## src/hdl/gsf_pkg.sv

```systemverilog
// Shared types and constants for the Gouraud span fill block.
// Depends on nothing; every other file of the block imports it.
`default_nettype none

package gsf_pkg;

    // Default values of the top-level parameters
    localparam int MAX_SPAN_DEF      = 64;
    localparam int ROW_WIDTH_DEF     = 4096;
    localparam int FRACTION_BITS_DEF = 16;

    // Largest MAX_SPAN supported; sizes the pixel count field
    localparam int MAX_SPAN_TOP = 64;

    // Field widths fixed by the interface
    localparam int X_W   = 12;
    localparam int EX_W  = 13;
    localparam int CH_W  = 32;
    localparam int COL_W = 24;
    localparam int CNT_W = $clog2(MAX_SPAN_TOP + 1);

    // Width used for column arithmetic, wide enough for ROW_WIDTH up to 65536
    localparam int XA_W = 17;

    // Depth of the queue between front and back
    localparam int QUEUE_DEPTH = 2;

    // Saturation value of one colour channel
    localparam logic [7:0] BYTE_MAX = 8'hFF;

    // One classified, non-empty span as handed from front to back
    typedef struct packed {
        logic [X_W-1:0]   sx;
        logic [CNT_W-1:0] cnt;
        logic             clipped;
        logic [CH_W-1:0]  r;
        logic [CH_W-1:0]  g;
        logic [CH_W-1:0]  b;
        logic [CH_W-1:0]  dr;
        logic [CH_W-1:0]  dg;
        logic [CH_W-1:0]  db;
    } t_span;

endpackage

`default_nettype wire

```

## src/hdl/gsf_front.sv

```systemverilog
// Front end of the span fill: accepts span requests, clips them to the row
// and to the span limit, drops empty ones. Depends on gsf_pkg.
`default_nettype none

module gsf_front #(
    parameter int MAX_SPAN  = gsf_pkg::MAX_SPAN_DEF,
    parameter int ROW_WIDTH = gsf_pkg::ROW_WIDTH_DEF
) (
    input  wire logic                     i_clk,
    input  wire logic                     i_rst_n,
    input  wire logic                     i_valid,
    output logic                          o_ready,
    input  wire logic [gsf_pkg::X_W-1:0]  i_start_x,
    input  wire logic [gsf_pkg::EX_W-1:0] i_end_x,
    input  wire logic [gsf_pkg::CH_W-1:0] i_red_start,
    input  wire logic [gsf_pkg::CH_W-1:0] i_green_start,
    input  wire logic [gsf_pkg::CH_W-1:0] i_blue_start,
    input  wire logic [gsf_pkg::CH_W-1:0] i_red_step,
    input  wire logic [gsf_pkg::CH_W-1:0] i_green_step,
    input  wire logic [gsf_pkg::CH_W-1:0] i_blue_step,
    output logic                          o_push_valid,
    input  wire logic                     i_push_ready,
    output gsf_pkg::t_span                o_push_span
);
    import gsf_pkg::*;

    localparam logic [XA_W-1:0] ROW_L  = XA_W'(ROW_WIDTH);
    localparam logic [XA_W-1:0] SPAN_L = XA_W'(MAX_SPAN);

    logic            r_vld;
    t_span           r_span;
    logic [XA_W-1:0] sx_ext;
    logic [XA_W-1:0] ex_ext;
    logic [XA_W-1:0] ex_cut;
    logic [XA_W-1:0] len;
    logic            empty;
    logic            clip;
    t_span           n_span;

    always_comb begin
        sx_ext = XA_W'(i_start_x);
        ex_ext = XA_W'(i_end_x);
        ex_cut = (ex_ext > ROW_L) ? ROW_L : ex_ext;
        empty  = (ex_cut <= sx_ext);
        len    = ex_cut - sx_ext;
        clip   = (len > SPAN_L);
        n_span.sx      = i_start_x;
        n_span.cnt     = clip ? CNT_W'(MAX_SPAN) : len[CNT_W-1:0];
        n_span.clipped = clip;
        n_span.r       = i_red_start;
        n_span.g       = i_green_start;
        n_span.b       = i_blue_start;
        n_span.dr      = i_red_step;
        n_span.dg      = i_green_step;
        n_span.db      = i_blue_step;
    end

    assign o_ready      = !r_vld || i_push_ready;
    assign o_push_valid = r_vld;
    assign o_push_span  = r_span;

    always_ff @(posedge i_clk) begin
        if (!i_rst_n) begin
            r_vld <= 1'b0;
        end else if (i_valid && o_ready) begin
            // drop empty spans here
            r_vld  <= !empty;
            r_span <= n_span;
        end else if (i_push_ready) begin
            r_vld <= 1'b0;
        end
    end

endmodule

`default_nettype wire

```

## src/hdl/gsf_fifo.sv

```systemverilog
// Short queue of classified spans between front and back.
// Depends on gsf_pkg for the span type.
`default_nettype none

module gsf_fifo #(
    parameter int DEPTH = gsf_pkg::QUEUE_DEPTH
) (
    input  wire logic      i_clk,
    input  wire logic      i_rst_n,
    input  wire logic      i_push_valid,
    output logic           o_push_ready,
    input  gsf_pkg::t_span i_push_span,
    output logic           o_pop_valid,
    input  wire logic      i_pop_ready,
    output gsf_pkg::t_span o_pop_span
);
    import gsf_pkg::*;

    localparam int PW = (DEPTH > 1) ? $clog2(DEPTH) : 1;
    localparam int CW = $clog2(DEPTH + 1);

    t_span         r_mem [DEPTH];
    logic [PW-1:0] r_wr_ptr;
    logic [PW-1:0] r_rd_ptr;
    logic [CW-1:0] r_count;
    logic          push;
    logic          pop;

    assign o_push_ready = (r_count != CW'(DEPTH));
    assign o_pop_valid  = (r_count != '0);
    assign o_pop_span   = r_mem[r_rd_ptr];
    assign push         = i_push_valid && o_push_ready;
    assign pop          = o_pop_valid && i_pop_ready;

    always_ff @(posedge i_clk) begin
        if (!i_rst_n) begin
            r_wr_ptr <= '0;
            r_rd_ptr <= '0;
            r_count  <= '0;
        end else begin
            if (push) begin
                r_mem[r_wr_ptr] <= i_push_span;
                r_wr_ptr <= (r_wr_ptr == PW'(DEPTH - 1)) ? '0 : r_wr_ptr + 1'b1;
            end
            if (pop) begin
                r_rd_ptr <= (r_rd_ptr == PW'(DEPTH - 1)) ? '0 : r_rd_ptr + 1'b1;
            end
            r_count <= r_count + CW'(push) - CW'(pop);
        end
    end

    a_count_bound: assert property (@(posedge i_clk) disable iff (!i_rst_n)
        r_count <= CW'(DEPTH))
        else $error("span queue count beyond depth");

endmodule

`default_nettype wire

```

## src/hdl/gsf_back.sv

```systemverilog
// Back end of the span fill: steps the three colour accumulators one pixel
// a cycle unless stalled; drives the pixel output register. Needs gsf_pkg.
`default_nettype none

module gsf_back #(
    parameter int FRACTION_BITS = gsf_pkg::FRACTION_BITS_DEF
) (
    input  wire logic                       i_clk,
    input  wire logic                       i_rst_n,
    input  wire logic                       i_pop_valid,
    output logic                            o_pop_ready,
    input  gsf_pkg::t_span                  i_pop_span,
    output logic                            o_valid,
    input  wire logic                       i_ready,
    output logic [gsf_pkg::X_W-1:0]         o_pixel_x,
    output logic [gsf_pkg::COL_W-1:0]       o_pixel_color,
    output logic                            o_last_pixel,
    output logic                            o_span_clipped
);
    import gsf_pkg::*;

    function automatic logic [7:0] chan_byte(input logic [CH_W-1:0] v);
        logic [CH_W-1:0] q;
        q = v >> FRACTION_BITS;
        if (v[CH_W-1]) begin
            return 8'h00;
        end else if (q > CH_W'(BYTE_MAX)) begin
            return BYTE_MAX;
        end
        return q[7:0];
    endfunction

    logic             r_busy;
    logic [X_W-1:0]   r_x;
    logic [CNT_W-1:0] r_remain;
    logic             r_clipped;
    logic [CH_W-1:0]  r_r, r_g, r_b;
    logic [CH_W-1:0]  r_dr, r_dg, r_db;
    logic             r_out_vld;
    logic [X_W-1:0]   r_out_x;
    logic [COL_W-1:0] r_out_col;
    logic             r_out_last;
    logic             r_out_clip;
    logic             can_emit;
    logic             is_last;
    logic             load;

    assign can_emit    = r_busy && (!r_out_vld || i_ready);
    assign is_last     = (r_remain == CNT_W'(1));
    assign o_pop_ready = !r_busy || (can_emit && is_last);
    assign load        = i_pop_valid && o_pop_ready;

    assign o_valid        = r_out_vld;
    assign o_pixel_x      = r_out_x;
    assign o_pixel_color  = r_out_col;
    assign o_last_pixel   = r_out_last;
    assign o_span_clipped = r_out_clip;

    always_ff @(posedge i_clk) begin
        if (!i_rst_n) begin
            r_busy    <= 1'b0;
            r_out_vld <= 1'b0;
        end else begin
            if (can_emit) begin
                r_out_vld  <= 1'b1;
                r_out_x    <= r_x;
                r_out_col  <= {chan_byte(r_r), chan_byte(r_g), chan_byte(r_b)};
                r_out_last <= is_last;
                r_out_clip <= is_last && r_clipped;
            end else if (i_ready) begin
                r_out_vld <= 1'b0;
            end
            if (load) begin
                r_busy    <= 1'b1;
                r_x       <= i_pop_span.sx;
                r_remain  <= i_pop_span.cnt;
                r_clipped <= i_pop_span.clipped;
                r_r       <= i_pop_span.r;
                r_g       <= i_pop_span.g;
                r_b       <= i_pop_span.b;
                r_dr      <= i_pop_span.dr;
                r_dg      <= i_pop_span.dg;
                r_db      <= i_pop_span.db;
            end else if (can_emit) begin
                r_x      <= r_x + 1'b1;
                r_remain <= r_remain - 1'b1;
                r_r      <= r_r + r_dr;
                r_g      <= r_g + r_dg;
                r_b      <= r_b + r_db;
                if (is_last) begin
                    r_busy <= 1'b0;
                end
            end
        end
    end

    a_clip_on_last: assert property (@(posedge i_clk) disable iff (!i_rst_n)
        r_out_vld && r_out_clip |-> r_out_last)
        else $error("clip flag on a pixel that is not last");

    a_busy_count: assert property (@(posedge i_clk) disable iff (!i_rst_n)
        r_busy |-> r_remain != '0)
        else $error("active span with no pixels left");

    a_load_when_free: assert property (@(posedge i_clk) disable iff (!i_rst_n)
        load && r_busy |-> can_emit && is_last)
        else $error("new span loaded over an unfinished one");

    a_last_frees: assert property (@(posedge i_clk) disable iff (!i_rst_n)
        can_emit && is_last && !load |=> !r_busy)
        else $error("back stays busy after last pixel");

endmodule

`default_nettype wire

```

## src/hdl/gouraud_span_fill.sv

```systemverilog
// Top level of the Gouraud span fill: front end, span queue and pixel back end.
// Depends on gsf_pkg, gsf_front, gsf_fifo and gsf_back.
//
// Usage:
//  - Input channel (i_valid / o_ready) takes one span request: start column,
//    exclusive end column, and 16.16 start value and per-pixel step for red,
//    green and blue.
//  - Output channel (o_valid / i_ready) gives one pixel per handshake:
//    column, packed 0x RRGGBB colour, last-pixel and clip flags.
//  - The first pixel of a span passes the front register, the queue, the
//    back load and the output register in that order, if the path is free.
//  - Throughput: the back end produces one pixel a cycle unless the output
//    stalls; a span holds it for at most MAX_SPAN pixels, and the next span
//    from the queue loads on the cycle the last pixel is issued, with no gap.
//    Empty spans are dropped in the front end.
//  - A stalled receiver holds the output register; the back end then waits,
//    the two-entry queue fills, and o_ready falls once front and queue are full.
//  - Reset (synchronous, active low) empties the front register, the queue
//    and the output register; no span is in flight afterwards.
`default_nettype none

module gouraud_span_fill #(
    parameter int MAX_SPAN      = gsf_pkg::MAX_SPAN_DEF,
    parameter int ROW_WIDTH     = gsf_pkg::ROW_WIDTH_DEF,
    parameter int FRACTION_BITS = gsf_pkg::FRACTION_BITS_DEF
) (
    input  wire logic                       i_clk,
    input  wire logic                       i_rst_n,
    input  wire logic                       i_valid,
    output logic                            o_ready,
    input  wire logic [gsf_pkg::X_W-1:0]    i_start_x,
    input  wire logic [gsf_pkg::EX_W-1:0]   i_end_x,
    input  wire logic [gsf_pkg::CH_W-1:0]   i_red_start,
    input  wire logic [gsf_pkg::CH_W-1:0]   i_green_start,
    input  wire logic [gsf_pkg::CH_W-1:0]   i_blue_start,
    input  wire logic [gsf_pkg::CH_W-1:0]   i_red_step,
    input  wire logic [gsf_pkg::CH_W-1:0]   i_green_step,
    input  wire logic [gsf_pkg::CH_W-1:0]   i_blue_step,
    output logic                            o_valid,
    input  wire logic                       i_ready,
    output logic [gsf_pkg::X_W-1:0]         o_pixel_x,
    output logic [gsf_pkg::COL_W-1:0]       o_pixel_color,
    output logic                            o_last_pixel,
    output logic                            o_span_clipped
);
    import gsf_pkg::*;

    // front to queue
    logic  push_valid;
    logic  push_ready;
    t_span push_span;

    // queue to back
    logic  pop_valid;
    logic  pop_ready;
    t_span pop_span;

    // Classify the request: cut to the row, cut to the span limit, drop if empty
    gsf_front #(
        .MAX_SPAN  (MAX_SPAN),
        .ROW_WIDTH (ROW_WIDTH)
    ) u_front (
        .i_clk         (i_clk),
        .i_rst_n       (i_rst_n),
        .i_valid       (i_valid),
        .o_ready       (o_ready),
        .i_start_x     (i_start_x),
        .i_end_x       (i_end_x),
        .i_red_start   (i_red_start),
        .i_green_start (i_green_start),
        .i_blue_start  (i_blue_start),
        .i_red_step    (i_red_step),
        .i_green_step  (i_green_step),
        .i_blue_step   (i_blue_step),
        .o_push_valid  (push_valid),
        .i_push_ready  (push_ready),
        .o_push_span   (push_span)
    );

    // Hold classified spans so the front keeps accepting while the back is busy
    gsf_fifo #(
        .DEPTH (QUEUE_DEPTH)
    ) u_queue (
        .i_clk        (i_clk),
        .i_rst_n      (i_rst_n),
        .i_push_valid (push_valid),
        .o_push_ready (push_ready),
        .i_push_span  (push_span),
        .o_pop_valid  (pop_valid),
        .i_pop_ready  (pop_ready),
        .o_pop_span   (pop_span)
    );

    // Advance the accumulators one pixel a cycle unless stalled and register each pixel
    gsf_back #(
        .FRACTION_BITS (FRACTION_BITS)
    ) u_back (
        .i_clk          (i_clk),
        .i_rst_n        (i_rst_n),
        .i_pop_valid    (pop_valid),
        .o_pop_ready    (pop_ready),
        .i_pop_span     (pop_span),
        .o_valid        (o_valid),
        .i_ready        (i_ready),
        .o_pixel_x      (o_pixel_x),
        .o_pixel_color  (o_pixel_color),
        .o_last_pixel   (o_last_pixel),
        .o_span_clipped (o_span_clipped)
    );

endmodule

`default_nettype wire

```

## config.mk

```make
export PLATFORM = sky130hd
export DESIGN_NAME = gouraud_span_fill
export DESIGN_NICKNAME = d
export VERILOG_FILES = /design/src/hdl/gsf_pkg.sv /design/src/hdl/gsf_front.sv /design/src/hdl/gsf_fifo.sv /design/src/hdl/gsf_back.sv /design/src/hdl/gouraud_span_fill.sv
export SDC_FILE = /design/constraint.sdc
export NUM_CORES = 1
export LEC_CHECK = 0
export BUFFER_PORTS_ARGS = -buffer_cell sky130_fd_sc_hd__buf_2
export CAP_MARGIN = 20
export CORE_ASPECT_RATIO = 0.8
export CORE_MARGIN = 8
export CORE_UTILIZATION = 45
export CTS_CLUSTER_SIZE = 20
export DETAILED_ROUTE_END_ITERATION = 8
export GPL_TIMING_DRIVEN = 0
export PLACE_DENSITY = 0.7
export SKIP_CTS_REPAIR_TIMING = 1
export SLEW_MARGIN = 20
export SYNTH_ARGS = -nofsm -noshare
export SYNTH_HDL_FRONTEND = slang
export SYNTH_HIERARCHICAL = 1
export SYNTH_SLANG_ARGS = --single-unit
```

## constraint.sdc

```tcl
create_clock -name i_clk -period 11.7 [get_ports i_clk]
set_input_delay 0.585 -clock i_clk [delete_from_list [all_inputs] [get_ports i_clk]]
set_output_delay 0.585 -clock i_clk [all_outputs]
set_load 0.02 [all_outputs]
```

==> out/metrics.yaml, run 1 <==
clock_tree:
  numCtsBuffers: 91
  htree_levels: 3
  root_buffer: "clkbuf_16"
  clk_latency_ps: 650
  cts.path.max_buffers: 3
  path_clk_slew_ps: 60
  cts.sinks: 894
  tritoncts: "done"
floorplanning:
  die_y_um: 276.0
  core_region_area_um2: 83920
  die_w_um: 341.0
  dieArea_um2: 94140
  start_util: 0.4532
  io_pins: 261
  row_count: 95
global_routing:
  grt_pass1_vias: 21586
  grt_pass1_wl_um: 127800
  grt_antenna_before_repair: 8
  gr-usage-met2: 0.2801
  grt_usage: 0.1743
  overflow: 0
  grt_util_met1: 0.2415
  grt.busiest_layer: "met2"
  grt_use_met3: 0.03159
  grt_max_degree: 61
cells_and_area:
  multi_input_area_um2: 10600
  n_fill_cell: 6788
  nNetsFinal: 3030
  drive_above_1_share: 0.2624
  area_growth_pct: 16.40
  design_area_um2: 44270
  regArea_um2: 26770
setup_path:
  criticalPathCategory: "flop to flop"
  slowest_delay_ps: 760
  critPathSlowestCell: "clkbuf_1"
  worst_ep_arrival_time_ps: 3990
  worst_path_most_repeated_cell: "nand2_1"
  endpoint_kind: "flop"
  reg2reg_from: "u_back/r_remain[1]"
  worstPathCellList: "inv_1 > ha_1 > nor2b_1 > nand3_1 > o21ai_1 > and2_1 > buf_2 > buf_4 > clkbuf_1 > nand2_1 > nand2_1"
  startpoint: "u_back/r_remain[1]"
  cp.required_ps: 12210
  start_kind: "flop"
  cp_max_fo: 10
sta:
  fin_crit_sh: 0.2973
  final-setup-viol-count: 0
  rsz0062_at_grt: "false"
  tns_ps: 0
  fin_crit_ps: 3479
  setup_ws_ps: 8221
  slew-limit-headroom: 0.3152
  hold_viol: 0
  fmax_mhz: 287.5
  tightest_slew_ps: 1027
  clock_skew_ps: 28.55
  slew_viol_final: 0
yosys:
  synth.most_common_cell: "edfxtp_1"
  async_reset_ff_frac: 0
  synth_fa_ha_area_frac: 0.03829
  synth_nets: 2653
  syn_area_um2: 38040
  yosysWarnings: 6
  synth_top_family_by_area: "multiplexers"
  syn_inst: 2318
  yosys.area.top_type: "edfxtp_1"
  seq_area_frac_synth: 0.7037
  synth.distinct_cells: 91
  ys_top_cells_by_area: "edfxtp_1 (70%), mux2_4 (7.1%), ha_1 (3.6%)"
  synth_xor_area_frac: 0.02464
  synth_simple_gate_area_frac: 0.05385
  ys_top_cells_by_count: "edfxtp_1 (886), mux2_4 (180), nand2_1 (141), a21oi_1 (137), ha_1 (110)"
  synth-main-ff-cell: "edfxtp_1"
  avgSynthCellArea_um2: 16.41
  synth_edf_count: 886
  synth_compound_area_frac: 0.07898
  synth_mux_area_frac: 0.08132
  synth_top_area_frac: 0.6995
  ys_ff_latch: 894
placed_design:
  gp_congestion: 0.8829
  pre_cts_ws_ps: 8017
  port_buffers: 260
  hpwl_um: 59050
  postPlaceCellArea_um2: 41370
outcome:
  status: "complete, no violations"
run:
  maxCapViolCount: 0
detailed_routing:
  vias: 20752
  viasPerCell: 5.333
  dr.pass1.iters: 5
  wire_per_inst_um: 21.43
  totalWireLength_um: 83370
  drt_iter0_markers: 1474
  drcViolationCount: 0
  drtAntennaViolNets: 0
min_path:
  hp-start: "i_green_step[8]"
  hp-class: "input pin to flop"
power_and_ir_drop:
  leakage_uw: 0.01598
  p_per_area_nw_per_um2: 249.2
  ir_drop_uv: 129.3
critical path: cells and delay by family (launching register included):
kind	cells	cell delay, ps
adder cells (fa/ha/maj)	1	130
buffers and inverters	4	1590
AND/OR/NAND/NOR	5	890
AO/OA/AOI/OAI	1	340
flip-flops	1	380
layout make-up:
type,instances,share of cell area
buffer,73,0.01294
timing repair buffer,284,0.04245
antenna,5,0.0002826
inverter,42,0.003561
tap,1115,0.03151
clock inverter,54,0.01000
clock buffer,115,0.05536
multi-input combinational,1309,0.2393
sequential,894,0.6046
worst paths after layout:
check / endpoint / slack (ps) / cells past startpoint
max: u_back/r_b[0] / 8220 / 11
min: u_front/o_push_span[40] / 110 / 1
min reg2reg: u_queue/r_mem[1][37] / 430 / 0
max reg2reg: u_back/r_b[0] / 8220 / 11
stage by stage:
step	hold WS, ps	total power, uW	utilization	cells
3_5_place_dp	430.7	8258	0.4929	3717
3_3_place_gp	425.9	8147	0.4854	3693
4_1_cts	51.61	11110	0.5274	3886
2_1_floorplan	421.5	7219	-	2318
5_1_grt	71.87	11660	0.5274	3886
6_report	109.4	11030	0.5276	3891
kinds of logic (layout without fill, tap and decap cells):
kind of cell	count (synthesis)	in the layout
adder cells (fa/ha/maj)	114	114
multiplexers	215	215
AND/OR/NAND/NOR	427	427
buffers and inverters	115	568
AO/OA/AOI/OAI	446	446
other	0	5
flip-flops	894	894
XOR/XNOR	107	107
metal layers:
layer	part of all wire	vias to the layer above
met1	0.45	10242
met5	0.00016	-
li1	-	9734
met2	0.47	629
met4	0.028	2
met3	0.060	145
cell usage in the layout (no fill, tap or decap), types with 16 or more instances in the layout:
cell,count
clkbuf_1,49
o21ai_0,63
clkinv_1,22
xnor2_1,50
a21o_1,59
nor2_1,97
clkbuf_16,94
inv_1,42
nand3_1,36
o21bai_1,22
buf_12,19
mux2_4,180
a31o_2,16
buf_2,272
a21oi_1,137
nand2_1,141
ha_1,110
nand2b_1,16
nor3_1,23
nor2b_1,24
edfxtp_1,886
o21ai_1,34
xor2_1,57
mux2_2,32
report_power, final:
group / internal [uW] / switching [uW]
Sequential: 4220 / 230
Combinational: 1560 / 2220
Clock: 1600 / 1200
Total: 7390 / 3650
registers in the layout, indices dropped and copies added (netlist names), 2 cells and up, named ones only:
name and flops:
u_queue/r_mem 424, u_back/r_b 32, u_back/r_x 12, u_back/r_dg 32, u_back/o_pixel_color 24, u_queue/r_count 2
u_back/r_db 32, u_back/o_pixel_x 12, u_front/o_push_span 212, u_back/r_r 32, u_back/r_g 32, u_back/r_remain 7
u_back/r_dr 32
(Power assumes the default switching activity.)
==> run 2, diff against run 1 <==
==> constraint.sdc (replaced) <==
create_clock -name i_clk -period 3.4 [get_ports i_clk]
set_input_delay 0.17 -clock i_clk [delete_from_list [all_inputs] [get_ports i_clk]]
set_output_delay 0.17 -clock i_clk [all_outputs]
set_load 0.02 [all_outputs]
==> out/metrics.yaml, run 2 (synthesis results as in run 1) <==
power_and_ir_drop:
  p_per_area_nw_per_um2: 834.2
  leakage_uw: 0.01697
  ir_drop_uv: 702.4
clock_tree:
  cts.path.max_buffers: 3
  clk_latency_ps: 640
  numCtsBuffers: 88
  htree_levels: 3
  path_clk_slew_ps: 70
  root_buffer: "clkbuf_16"
  tritoncts: "done"
  cts.sinks: 894
sta:
  final-setup-viol-count: 0
  tns_ps: 0
  tightest_slew_ps: 1054
  rsz0062_at_grt: "false"
  fin_crit_sh: 0.9480
  fin_crit_ps: 3223
  hold_viol: 0
  fmax_mhz: 310.3
  setup_ws_ps: 176.8
  slew_viol_final: 0
  clock_skew_ps: 28.24
  slew-limit-headroom: 0.2975
global_routing:
  overflow: 0
  grt_antenna_before_repair: 7
  grt_pass1_vias: 21553
  grt_usage: 0.1719
  grt_max_degree: 61
  grt_pass1_wl_um: 126600
detailed_routing:
  wire_per_inst_um: 20.88
  drtAntennaViolNets: 0
  drcViolationCount: 0
  vias: 21707
  viasPerCell: 5.309
  drt_iter0_markers: 1721
  dr.pass1.iters: 7
  totalWireLength_um: 85400
cells_and_area:
  largest_reg_flops: 424
  design_area_um2: 46590
  max_flop_register: "u_queue/r_mem"
  area_growth_pct: 22.49
  n_fill_cell: 6573
  mostFrequentLayoutCell: "edfxtp_1"
  nNetsFinal: 3235
  final_cells: 4089
  final_cell_mix: "edfxtp_1 (886), buf_2 (272), dlygate4sd3_1 (207)"
  drive_above_1_share: 0.2499
floorplanning:
  die_w_um: 341.0
  dieArea_um2: 94140
  row_count: 95
  core_region_area_um2: 83920
  start_util: 0.4532
  die_y_um: 276.0
  io_pins: 261
setup_path:
  criticalPathCategory: "flop to flop"
  cp.required_ps: 3770
  endpoint_kind: "flop"
  worst_ep_arrival_time_ps: 3590
  start_kind: "flop"
  cp_max_fo: 4
  slowest_delay_ps: 430
  critPathSlowestCell: "fa_1"
  worstPathCellList: "ha_1 > fa_1 > a211oi_1 > o211ai_1 > nand3_1 > a31oi_1 > o221ai_2 > o21ai_1 > o31ai_1 > xor2_1 > a21oi_1"
placed_design:
  placedCellCount: 3718
  postPlaceCellArea_um2: 41420
  gp_congestion: 0.8869
  port_buffers: 260
  hpwl_um: 58840
  pre_cts_ws_ps: -298.3
outcome:
  status: "complete, no violations"
run:
  maxCapViolCount: 0
min_path:
  hp-class: "input pin to flop"
[run 2: power breakdown]
group | switching (uW) | internal (uW)
Sequential | 772 | 14500
Combinational | 7800 | 5560
Clock | 4020 | 6180
Total | 12600 | 26300
[run 2: stage by stage]
stage | power [uW] | util | hold slack [ps]
6_report | 38860 | 0.5552 | 81.90
5_1_grt | 40920 | 0.5551 | 141.0
4_1_cts | 38860 | 0.5301 | -345.2
3_5_place_dp | 28520 | 0.4935 | 348.1
3_3_place_gp | 27990 | 0.4860 | 347.0
2_1_floorplan | 24760 | - | 268.9
[run 2: cell type report]
class,count,area (um^2),share of cell area
plain buffers,73,578.1,0.01241
repair buffers,492,3979,0.08540
inverters,42,157.7,0.003384
clock inverters,51,648.1,0.01391
flip-flops and latches,894,26770,0.5745
clock buffers,112,2420,0.05194
well taps,1115,1395,0.02995
diodes,1,2.502,0.00005371
multi-input cells,1309,10640,0.2284
[run 2: worst paths after layout]
path	from	end	slack, ps	cells past startpoint
setup / recovery	u_back/r_db[0]	u_back/r_b[30]	180	11
hold / removal	i_end_x[12]	u_front/o_push_valid	80	3
setup reg to reg	u_back/r_db[0]	u_back/r_b[30]	180	11
hold reg to reg	u_front/o_push_span[10]	u_queue/r_mem[1][10]	440	0
[run 2: critical path, delay by kind of cell, from the launching register on]
| kind | cells | cell delay, ps |
|---|---|---|
| XOR/XNOR | 1 | 200 |
| flip-flops | 1 | 400 |
| AND/OR/NAND/NOR | 1 | 150 |
| AO/OA/AOI/OAI | 7 | 1540 |
| adder cells (fa/ha/maj) | 2 | 680 |
[run 2: routing by layer]
metal  vias up  track usage  share of wire
met3       129      0.03166          0.057
met1     10740       0.2378           0.44
met4         2      0.04516          0.022
met2       700       0.2798           0.48
met5         -            0       0.000082
li1      10136            -              -
